### src/design/wcle_pkg.sv
// shared types, constants and character encoder for the wide char literal escaper
package wcle_pkg;

  localparam int QDEPTH = 4;
  localparam int QPTR_W = 2;
  localparam int QCNT_W = 3;

  localparam logic [7:0] CH_BSLASH = 8'h5c;
  localparam logic [7:0] CH_QUOTE  = 8'h22;
  localparam logic [7:0] CH_ZERO   = 8'h30;
  localparam logic [7:0] CH_LC_A   = 8'h61;
  localparam logic [7:0] CH_LC_X   = 8'h78;

  localparam logic [2:0] LEN_ONE   = 3'd1;
  localparam logic [2:0] LEN_TWO   = 3'd2;
  localparam logic [2:0] LEN_OCTAL = 3'd4;

  // one escaped character: byte count and up to six bytes, first byte lowest
  typedef struct packed {
    logic [2:0]      len;
    logic [5:0][7:0] bytes;
  } desc_t;

  // head of the queue as seen by the back end
  typedef struct packed {
    logic  valid;
    desc_t desc;
  } q_head_t;

  function automatic logic [7:0] hex_digit(input logic [3:0] d);
    logic [7:0] r;
    if (d < 4'd10) begin
      r = CH_ZERO + {4'd0, d};
    end else begin
      r = CH_LC_A + {4'd0, d} - 8'd10;
    end
    return r;
  endfunction

  function automatic desc_t encode_char(input logic [15:0] ch);
    desc_t      d;
    logic [7:0] letter;
    logic [2:0] ndig;
    d.len   = LEN_ONE;
    d.bytes = '0;
    letter  = 8'h00;
    ndig    = 3'd1;
    case (ch)
      16'd7:   letter = 8'h61; // a
      16'd8:   letter = 8'h62; // b
      16'd12:  letter = 8'h66; // f
      16'd10:  letter = 8'h6e; // n
      16'd13:  letter = 8'h72; // r
      16'd9:   letter = 8'h74; // t
      16'd11:  letter = 8'h76; // v
      default: letter = 8'h00;
    endcase
    if (ch == {8'd0, CH_BSLASH}) begin
      d.len      = LEN_TWO;
      d.bytes[0] = CH_BSLASH;
      d.bytes[1] = CH_BSLASH;
    end else if (ch == {8'd0, CH_QUOTE}) begin
      d.len      = LEN_TWO;
      d.bytes[0] = CH_QUOTE;
      d.bytes[1] = CH_QUOTE;
    end else if (ch >= 16'h0020 && ch <= 16'h007e) begin
      d.len      = LEN_ONE;
      d.bytes[0] = ch[7:0];
    end else if (ch <= 16'h00ff) begin
      d.bytes[0] = CH_BSLASH;
      if (letter != 8'h00) begin
        d.len      = LEN_TWO;
        d.bytes[1] = letter;
      end else begin
        d.len      = LEN_OCTAL;
        d.bytes[1] = CH_ZERO + {6'd0, ch[7:6]};
        d.bytes[2] = CH_ZERO + {5'd0, ch[5:3]};
        d.bytes[3] = CH_ZERO + {5'd0, ch[2:0]};
      end
    end else begin
      // codes of 0x100 and up always have at least three hex digits
      d.bytes[0] = CH_BSLASH;
      d.bytes[1] = CH_LC_X;
      if (ch[15:12] != 4'd0) begin
        ndig       = 3'd4;
        d.bytes[2] = hex_digit(ch[15:12]);
        d.bytes[3] = hex_digit(ch[11:8]);
        d.bytes[4] = hex_digit(ch[7:4]);
        d.bytes[5] = hex_digit(ch[3:0]);
      end else begin
        ndig       = 3'd3;
        d.bytes[2] = hex_digit(ch[11:8]);
        d.bytes[3] = hex_digit(ch[7:4]);
        d.bytes[4] = hex_digit(ch[3:0]);
      end
      d.len = LEN_TWO + ndig;
    end
    return d;
  endfunction

endpackage

### src/design/wcle_front.sv
// front end: string tracking, end detection and encoding of each character
module wcle_front (
  input  logic          clk,
  input  logic          rst_n,
  input  logic          in_tvalid,
  output logic          in_tready,
  input  logic [31:0]   in_tdata,
  input  logic [1:0]    in_tuser,
  input  logic          q_full,
  output logic          push,
  output wcle_pkg::desc_t push_desc
);

  logic [15:0] remaining_r, remaining_nxt;
  logic        nul_mode_r, nul_mode_nxt;
  logic        finished_r, finished_nxt;
  logic        accept;
  logic        emit;
  logic [15:0] code;
  logic [15:0] cnt;
  logic        start;
  logic        until_nul;

  assign code      = in_tdata[15:0];
  assign cnt       = in_tdata[31:16];
  assign start     = in_tuser[0];
  assign until_nul = in_tuser[1];
  assign in_tready = ~q_full;
  assign accept    = in_tvalid & in_tready;
  assign push      = accept & emit;
  assign push_desc = wcle_pkg::encode_char(code);

  always_comb begin
    remaining_nxt = remaining_r;
    nul_mode_nxt  = nul_mode_r;
    finished_nxt  = finished_r;
    emit          = 1'b0;
    if (start) begin
      remaining_nxt = cnt;
      nul_mode_nxt  = until_nul;
      finished_nxt  = 1'b0;
    end
    if (!finished_nxt) begin
      if (nul_mode_nxt) begin
        if (code == 16'd0) begin
          finished_nxt = 1'b1;
        end else begin
          emit = 1'b1;
        end
      end else if (remaining_nxt == 16'd0) begin
        finished_nxt = 1'b1;
      end else begin
        remaining_nxt = remaining_nxt - 16'd1;
        emit          = 1'b1;
      end
    end
  end

  always_ff @(posedge clk) begin
    if (!rst_n) begin
      remaining_r <= '0;
      nul_mode_r  <= 1'b0;
      finished_r  <= 1'b1;
    end else if (accept) begin
      remaining_r <= remaining_nxt;
      nul_mode_r  <= nul_mode_nxt;
      finished_r  <= finished_nxt;
    end
  end

  // a finished string without a new start never produces bytes
  assert property (@(posedge clk) disable iff (!rst_n)
    (accept && finished_r && !start) |-> !push)
    else $error("push on finished string");

  // count mode consumes one from remaining per emitted character
  assert property (@(posedge clk) disable iff (!rst_n)
    (push && !nul_mode_nxt) |=> (remaining_r == $past(remaining_nxt)))
    else $error("remaining not updated");

endmodule

### src/design/wcle_queue.sv
// short descriptor queue between front and back ends
module wcle_queue (
  input  logic              clk,
  input  logic              rst_n,
  input  logic              push,
  input  wcle_pkg::desc_t   push_desc,
  input  logic              pop,
  output logic              full,
  output wcle_pkg::q_head_t head
);

  wcle_pkg::desc_t                   mem [wcle_pkg::QDEPTH];
  logic [wcle_pkg::QPTR_W-1:0]       wr_ptr_r, rd_ptr_r;
  logic [wcle_pkg::QCNT_W-1:0]       cnt_r, cnt_nxt;

  assign full       = (cnt_r == wcle_pkg::QCNT_W'(wcle_pkg::QDEPTH));
  assign head.valid = (cnt_r != '0);
  assign head.desc  = mem[rd_ptr_r];

  always_comb begin
    cnt_nxt = cnt_r;
    if (push && !pop) begin
      cnt_nxt = cnt_r + wcle_pkg::QCNT_W'(1);
    end else if (pop && !push) begin
      cnt_nxt = cnt_r - wcle_pkg::QCNT_W'(1);
    end
  end

  always_ff @(posedge clk) begin
    if (push) begin
      mem[wr_ptr_r] <= push_desc;
    end
  end

  always_ff @(posedge clk) begin
    if (!rst_n) begin
      wr_ptr_r <= '0;
      rd_ptr_r <= '0;
      cnt_r    <= '0;
    end else begin
      if (push) begin
        wr_ptr_r <= wr_ptr_r + wcle_pkg::QPTR_W'(1);
      end
      if (pop) begin
        rd_ptr_r <= rd_ptr_r + wcle_pkg::QPTR_W'(1);
      end
      cnt_r <= cnt_nxt;
    end
  end

  assert property (@(posedge clk) disable iff (!rst_n) push |-> !full)
    else $error("queue overflow");

  assert property (@(posedge clk) disable iff (!rst_n) pop |-> head.valid)
    else $error("queue underflow");

  assert property (@(posedge clk) disable iff (!rst_n)
    cnt_r <= wcle_pkg::QCNT_W'(wcle_pkg::QDEPTH))
    else $error("queue count out of range");

endmodule

### src/design/wcle_back.sv
// back end: serializes the bytes of each queued character into the output register
module wcle_back (
  input  logic              clk,
  input  logic              rst_n,
  input  wcle_pkg::q_head_t head,
  output logic              pop,
  output logic              out_tvalid,
  input  logic              out_tready,
  output logic [7:0]        out_tdata,
  output logic              out_tlast
);

  logic [2:0] idx_r;
  logic       valid_r;
  logic [7:0] byte_r;
  logic       last_r;
  logic       load;
  logic       is_last;

  assign load       = head.valid & (~valid_r | out_tready);
  assign is_last    = (idx_r == head.desc.len - 3'd1);
  assign pop        = load & is_last;
  assign out_tvalid = valid_r;
  assign out_tdata  = byte_r;
  assign out_tlast  = last_r;

  always_ff @(posedge clk) begin
    if (load) begin
      byte_r <= head.desc.bytes[idx_r];
      last_r <= is_last;
    end
  end

  always_ff @(posedge clk) begin
    if (!rst_n) begin
      idx_r   <= '0;
      valid_r <= 1'b0;
    end else begin
      if (load) begin
        valid_r <= 1'b1;
        idx_r   <= is_last ? 3'd0 : idx_r + 3'd1;
      end else if (out_tready) begin
        valid_r <= 1'b0;
      end
    end
  end

  // byte index never runs past the length of the character being sent
  assert property (@(posedge clk) disable iff (!rst_n)
    head.valid |-> (idx_r < head.desc.len))
    else $error("byte index past length");

  // index returns to zero once a character is fully handed over
  assert property (@(posedge clk) disable iff (!rst_n) pop |=> (idx_r == 3'd0))
    else $error("index not rewound");

endmodule

### src/design/wide_char_literal_escaper.sv
// top level of the wide char literal escaper
// path: an accepted beat is queued, then its bytes load into the output register
// throughput: one input beat per cycle while the four-entry queue has room;
//   one byte out per cycle while out_tready is high; a character is one to six bytes
// reset: synchronous active-low rst_n empties the queue and output register and
//   marks the string as finished, so only a beat with start set produces bytes
module wide_char_literal_escaper (
  input  logic        clk,
  input  logic        rst_n,
  input  logic        in_tvalid,
  output logic        in_tready,
  input  logic [31:0] in_tdata,   // code [15:0], count [31:16]
  input  logic [1:0]  in_tuser,   // start_req [0], until_nul [1]
  output logic        out_tvalid,
  input  logic        out_tready,
  output logic [7:0]  out_tdata,  // out_byte [7:0]
  output logic        out_tlast   // last byte of the escaped character
);

  logic              q_push;
  logic              q_pop;
  logic              q_full;
  wcle_pkg::desc_t   q_desc;
  wcle_pkg::q_head_t q_head;

  // front: tracks string state, drops ended characters, encodes the rest
  wcle_front u_front (
    .clk       (clk),
    .rst_n     (rst_n),
    .in_tvalid (in_tvalid),
    .in_tready (in_tready),
    .in_tdata  (in_tdata),
    .in_tuser  (in_tuser),
    .q_full    (q_full),
    .push      (q_push),
    .push_desc (q_desc)
  );

  // decoupling queue, lets the input keep flowing while long escapes drain
  wcle_queue u_queue (
    .clk       (clk),
    .rst_n     (rst_n),
    .push      (q_push),
    .push_desc (q_desc),
    .pop       (q_pop),
    .full      (q_full),
    .head      (q_head)
  );

  // back: walks the bytes of the head character into the output register
  wcle_back u_back (
    .clk        (clk),
    .rst_n      (rst_n),
    .head       (q_head),
    .pop        (q_pop),
    .out_tvalid (out_tvalid),
    .out_tready (out_tready),
    .out_tdata  (out_tdata),
    .out_tlast  (out_tlast)
  );

endmodule
### config.mk
export PLATFORM = sky130hd
export DESIGN_NAME = wide_char_literal_escaper
export DESIGN_NICKNAME = d
export VERILOG_FILES = /design/src/design/wcle_pkg.sv /design/src/design/wcle_front.sv /design/src/design/wcle_queue.sv /design/src/design/wcle_back.sv /design/src/design/wide_char_literal_escaper.sv
export SDC_FILE = /design/constraint.sdc
export NUM_CORES = 1
export LEC_CHECK = 0
export ABC_AREA = 1
export BUFFER_PORTS_ARGS = -buffer_cell sky130_fd_sc_hd__buf_2
export CORE_MARGIN = 4
export CORE_UTILIZATION = 35
export DETAILED_ROUTE_END_ITERATION = 6
export GPL_TIMING_DRIVEN = 0
export PLACE_DENSITY = 0.48
export SETUP_SLACK_MARGIN = 0.4
export SYNTH_ARGS = -nofsm -noshare
export SYNTH_HDL_FRONTEND = slang
export SYNTH_HIERARCHICAL = 1
export SYNTH_SLANG_ARGS = --single-unit
### constraint.sdc
create_clock -name clk -period 5.49 [get_ports clk]
set_input_delay 1.098 -clock clk [delete_from_list [all_inputs] [get_ports clk]]
set_output_delay 1.098 -clock clk [all_outputs]
set_load 0.05 [all_outputs]
; ---- Word-level counts from Yosys, hierarchy flattened
; Memory sizes are Yosys's and may differ from the RTL's. A register that Yosys moved wholly into a read port is not among the register bits.
; Cells that the tools add are included.
[classes]
addsub = 23
order_cmp = 8
eq_ne = 11
n_mux = 52
bitwise_logic = 7
reduce_logical = 12
[op_table]
columns = operator, n
row1 = two-way mux 16 bit, 8
row2 = equality test 16 x 4 -> 1 bit (second input constant), 6
row3 = two-way mux 32 bit, 3
row4 = two-way mux 8 bit, 8
row5 = one-hot mux 7 bit (7 select lines), 1
row6 = two-way mux 40 bit, 1
row7 = two-way mux 3 bit, 13
row8 = adder 7 x 4 -> 8 bit (first input constant), 4
row9 = zero test 16 bit, 2
row10 = subtractor 8 x 4 -> 8 bit (second input constant), 4
row11 = adder 6 x 4 -> 7 bit (first input constant), 4
row12 = binary-select mux 8 bit (select 3 bit), 1
row13 = two-way mux 24 bit, 1
row14 = equality test 16 x 3 -> 1 bit (second input constant), 1
row15 = equality test 16 x 6 -> 1 bit (second input constant), 1
row16 = equality test 16 x 7 -> 1 bit (second input constant), 1
row17 = >= comparator 16 x 6 -> 1 bit (second input constant), 1
row18 = <= comparator 16 x 7 -> 1 bit (second input constant), 1
row19 = <= comparator 16 x 8 -> 1 bit (second input constant), 1
row20 = < comparator 4 bit (second input constant), 4
row21 = subtractor 16 x 1 -> 16 bit (second input constant), 1
row22 = adder 6 x 3 -> 7 bit (first input constant), 2
row23 = two-way mux 1 bit, 14
row24 = nonzero test 8 bit, 1
row25 = 17 further kinds, 29
[totals]
register_bits = 38
mem_bits_rw = 204
out_inout_bits = 11
elab_cells = 124
memories = 1
[mem_list]
columns = memory, words, width, read_ports, rd_ports_with_merged_regs, write_ports, line_no
row1 = u_queue.mem, 4, 51, 1, 1, 1, wcle_queue.sv:12  ; wcle_pkg::desc_t mem [wcle_pkg::QDEPTH];

; ---- Depth between registers and ports, before layout
[depth]
depth_word = 11
depth_mapped = 23

; ---- Hierarchy
; The synthesis kept the hierarchy.
[by_module_without_submodules]
columns = module, instances, cells_each, area_each_um2, seq_area_each_um2
row1 = wcle_queue, 1, 552, 8037.7, 6306.0
row2 = wcle_front, 1, 571, 3056.7, 360.3
row3 = wcle_back, 1, 141, 1016.0, 350.3

; ---- Worst setup path after synthesis
; No wires, ideal clock.
[synth_timing]
kind = input to register
start = input in_tuser[0]
end = memory u_queue/mem[0][0] (netlist bit), enable pin
arrival_time_ps = 3590
required_time_ps = 5085
slack_ps = 1494
cell_stages = 14
cell_sequence = buf_6 inv_4 buf_6 or2_4 o21ai_4 ha_1 nand3_1 nor2_1 nand2_1 nand3_2 buf_6 o22ai_1 nand2_1 inv_1
[synth_between]
elab_chain_cells = 8
elab_cells_between_ends = 10
classes_between = mux (8) / bitwise (1) / reduce/logical (1)
[synth_rtl]
columns = item, line_no
row1 = from (decl), wide_char_literal_escaper.sv:13  ; input logic [1:0] in_tuser,
row2 = two-way mux 16 bit, wcle_front.sv:38  ; if (start) begin
row3 = zero test 16 bit, wcle_front.sv:50  ; end else if (remaining_nxt == 16'd0) begin
row4 = two-way mux 1 bit, wcle_front.sv:50
row5 = two-way mux 1 bit, wcle_front.sv:44  ; if (nul_mode_nxt) begin
row6 = two-way mux 1 bit (*), wcle_front.sv:43  ; if (!finished_nxt) begin
row7 = bitwise AND 1 bit (*), wcle_front.sv:30  ; assign push = accept & emit;
row8 = via q_push, wide_char_literal_escaper.sv:20  ; logic q_push;
row9 = two-way mux 1 bit (*), wcle_queue.sv:30  ; if (push) begin
row10 = two-way mux 1 bit (implied by the code) (*), wcle_queue.sv:31  ; mem[wr_ptr_r] <= push_desc;
row11 = to (decl), wcle_queue.sv:12
; The timed path passes the listed nets; every way through them passes the cells marked *.

==> metrics.log <==
[metrics] status: finished clean
[metrics] clock-pin transition on the worst setup and hold timing paths: ~0.060 ns
[metrics] vias: 9127
[metrics] setup slack on the worst flop-to-flop path: 1.88 ns
[metrics] DIE HEIGHT: 194 um
[metrics] kind of launch point of the worst setup path: flip-flop
[metrics] hold crit path type: flip-flop to flip-flop
[metrics] commonest cells after routing, fill and taps aside: 213 x sky130_fd_sc_hd__edfxtp_1, 210 x sky130_fd_sc_hd__nand2_1, 194 x sky130_fd_sc_hd__nor2_1
[metrics] Diodes inserted: 0
[metrics] clock skew after layout: 0.0211 ns
[metrics] count of buffers inserted at the top-level ports: 47
[metrics] worst-case vdd ir drop: 254 uV
[metrics] sum of overflow across all layers after global routing: 0
[metrics] CTS root buf: sky130_fd_sc_hd__clkbuf_16
[metrics] worst hold slack: 0.436 ns
[metrics] nets@finish: 1410
[metrics] initial antenna violation count: 0
[metrics] number of synthesis warnings: 6
[metrics] area enclosed by the die boundary: about 0.038 mm2
[metrics] DR WL/cell: 18.8 um
[metrics] Top FF cell, synth: sky130_fd_sc_hd__edfxtp_1
[metrics] maxcap violations: 0
[metrics] Initial Util: approximately 36%
[metrics] Mean Syn Cell Area: 9.58 um2
[metrics] clock latency on the worst-skew pair: around 0.54 ns
[metrics] endpoint arrival time on the critical path: 4.03 ns
[metrics] Via density: roughly 5.0
[metrics] commonest non-fill, non-tap cell in the layout: sky130_fd_sc_hd__edfxtp_1
[metrics] pin count of the biggest net entering global routing: 52
[metrics] count of placed standard cells in the final layout, fillers left out: ~1800
[metrics] Tcrit/Tclk final: 65.7%
[metrics] total DRC errors in the routed layout: 0
[metrics] count of final hold-check violations: 0
[metrics] Post-synth ARST share: 0%
[metrics] synth-to-layout area growth: 14.2%
[metrics] cell area power density: 393 mW/mm2
[metrics] slew of the pin with the lowest slew margin: 0.857 ns
[metrics] share of the core filled with cells: 40.8%
[metrics] final-layout setup total negative slack: 0 ns
[metrics] count of pins on the block boundary: 49
[metrics] Final GP Congestion: about 0.87
[metrics] TritonCTS clock tree: done
[metrics] final number of max-transition violations: 0
[metrics] total routed wirelength: 34200 um
[metrics] CORE AREA: 0.0339 mm2
[metrics] total power: 5440 uW
[metrics] via count of the first global-routing pass: slightly below 9000
[metrics] number of cells upsized or downsized after cts: 0
[metrics] num rows: 67
[metrics] global-route wire length before repair: around 53000 um
[metrics] count of flip-flops with a built-in enable after synthesis: 213
[metrics] number of synthesized register bits: about 240
[metrics] Min Clock Period, post-route: 3.61 ns
[metrics] netlist area before placement: 0.0121 mm2
[metrics] sequential-to-total area share from yosys stat: 57.9%
[metrics] number of levels the H-tree was split into: 1
[metrics] sinks on the clock net: 244
[metrics] number of cells produced by synthesis: 1264
[metrics] category of the worst setup path capture point: flip-flop
[metrics] estimated wirelength of the detail-placed design: 23600 um
[metrics] remaining number of nets flagged by the antenna check after routing: 0
[metrics] Setup CP Type: flip-flop to flip-flop
[metrics] leakage dissipation: 0.00548 uW
[metrics] fraction of final layout cells with drive strength greater than 1: 13.4%
[metrics] Max Clock Freq: 0.277 GHz
[metrics] Cell variety after synth: 47
[metrics] DRC marker count from the first detailed-route iteration: 604
[metrics] Die W: 194 um
[metrics] number of instances in the placed design: around 1800
[metrics] Clock Path Buffers: 3
[metrics] number of buffers added by the clock tree synthesis step: 28
[metrics] Slew headroom: 42.9%
[metrics] worst-path fanout max: 10
[metrics] critical path required time: between 5 and 6 ns
[metrics] iteration count of the initial detailed-routing pass: 5
[metrics] setup repair after global routing missed its margin: no
[metrics] Post-CTS Setup Bufs: 0
[metrics] Total Routing Usage GR: 17.7%
[metrics] Hold-fix buffers, CTS: 0
[metrics] Finish-stage setup viols: 0
state kept, by name, summed over array words and instances, names as in the netlist, named ones only:
register / cells
u_queue/mem: 204
u_front/remaining_r: 16
u_back/out_tdata: 8
u_back/idx_r: 3
u_queue/cnt_r: 3
u_queue/rd_ptr_r: 2
u_queue/wr_ptr_r: 2
u_back/out_tlast: 1
u_back/out_tvalid: 1
u_front/finished_r: 1
u_front/nul_mode_r: 1
synthesized netlist by cell type (2+ instances only):
cell type | number | area (um2)
sky130_fd_sc_hd__nor3_1 | 9 | 45.0
sky130_fd_sc_hd__clkbuf_1 | 9 | 33.8
sky130_fd_sc_hd__inv_1 | 122 | 458
sky130_fd_sc_hd__o21a_1 | 7 | 52.6
sky130_fd_sc_hd__o22ai_1 | 61 | 382
sky130_fd_sc_hd__o22a_1 | 2 | 17.5
sky130_fd_sc_hd__xor2_1 | 6 | 52.6
sky130_fd_sc_hd__ha_1 | 22 | 275
sky130_fd_sc_hd__buf_6 | 23 | 259
sky130_fd_sc_hd__inv_4 | 2 | 12.5
sky130_fd_sc_hd__o211ai_1 | 2 | 15.0
sky130_fd_sc_hd__clkbuf_2 | 2 | 10.0
sky130_fd_sc_hd__nand2_1 | 210 | 788
sky130_fd_sc_hd__buf_2 | 8 | 40.0
sky130_fd_sc_hd__nand4_1 | 9 | 56.3
sky130_fd_sc_hd__buf_4 | 15 | 113
sky130_fd_sc_hd__o21ai_4 | 2 | 32.5
sky130_fd_sc_hd__or2_4 | 2 | 17.5
sky130_fd_sc_hd__nor2_1 | 194 | 728
sky130_fd_sc_hd__a31oi_1 | 3 | 18.8
sky130_fd_sc_hd__nand3_2 | 5 | 50.1
sky130_fd_sc_hd__nor2_2 | 14 | 87.6
sky130_fd_sc_hd__edfxtp_1 | 213 | 6400
sky130_fd_sc_hd__o21ai_0 | 99 | 495
sky130_fd_sc_hd__nor2_4 | 5 | 56.3
sky130_fd_sc_hd__a22oi_1 | 3 | 22.5
sky130_fd_sc_hd__o221ai_1 | 3 | 26.3
sky130_fd_sc_hd__o21ai_1 | 77 | 385
sky130_fd_sc_hd__inv_2 | 7 | 26.3
sky130_fd_sc_hd__dfxtp_1 | 31 | 621
sky130_fd_sc_hd__nand3_1 | 38 | 190
sky130_fd_sc_hd__a21oi_1 | 36 | 180
sky130_fd_sc_hd__nor4_1 | 3 | 18.8
sky130_fd_sc_hd__nand2_2 | 7 | 43.8
final timing paths:
check	depth (start not counted)	from	end
max reg2reg	18	flip-flop	u_queue/cnt_r[1]$_SDFFE_PN0P_
min	1	u_queue/rd_ptr_r[1]$_SDFFE_PN0P_	flip-flop
min reg2reg	1	u_queue/rd_ptr_r[1]$_SDFFE_PN0P_	flip-flop
max	18	flip-flop	u_queue/cnt_r[1]$_SDFFE_PN0P_
stage by stage:
step	area (um2)	setup slack [ns]
finish	13800	1.88
global route	13800	1.53
CTS	13800	1.85
detailed placement	13000	1.31
global placement	12900	0.114
floorplan	12100	1.49
layout make-up:
class / instances / area, um2
Timing Repair Buffer: 50 / 295
Sequential cell: 244 / 7020
Multi-Input combinational cell: 834 / 4140
Tap cell: 448 / 561
Clock inverter: 10 / 87.6
Clock buffer: 40 / 756
Inverter: 133 / 514
Fill cell: 3395 / 20000
Buffer: 58 / 459
critical path, cell delays in order, from the launching register on:
cell                       delay [ns]
sky130_fd_sc_hd__dfxtp_1         0.45
sky130_fd_sc_hd__inv_2           0.20
sky130_fd_sc_hd__clkbuf_1        0.43
sky130_fd_sc_hd__o21ai_0         0.19
sky130_fd_sc_hd__o22ai_1         0.29
sky130_fd_sc_hd__inv_1           0.12
sky130_fd_sc_hd__ha_1            0.32
sky130_fd_sc_hd__inv_1           0.04
sky130_fd_sc_hd__nand2_1         0.05
sky130_fd_sc_hd__nand2_1         0.06
sky130_fd_sc_hd__nor2_2          0.13
sky130_fd_sc_hd__nand3_2         0.10
sky130_fd_sc_hd__inv_1           0.12
sky130_fd_sc_hd__inv_1           0.05
sky130_fd_sc_hd__ha_1            0.19
sky130_fd_sc_hd__inv_1           0.09
sky130_fd_sc_hd__fa_1            0.40
sky130_fd_sc_hd__o21ai_0         0.19
sky130_fd_sc_hd__nor2_1          0.06
per-layer routing:
metal / wire (um) / GRT usage, %
met4: 739 / 4.19
met2: 15900 / 29.1
met1: 16100 / 25.3
met5: 0 / 0
met3: 1420 / 1.82
power breakdown:
| group | internal (uW) | switching (uW) | leakage, uW |
|---|---|---|---|
| clock network | 999 | 713 | 0.000405 |
| logic | 395 | 1020 | 0.00287 |
| registers | 2250 | 59.4 | 0.00220 |
| total | 3640 | 1790 | 0.00548 |
kinds of logic after synthesis:
family / Yosys count / synth area share (%)
other: 1 / 0.0310
flip-flops: 244 / 57.9
XOR/XNOR: 7 / 0.506
adder cells (fa/ha/maj): 23 / 2.44
AND/OR/NAND/NOR: 499 / 17.4
AO/OA/AOI/OAI: 299 / 13.7
buffers and inverters: 191 / 8.02
No activity file was read; power rests on OpenSTA's default activity.
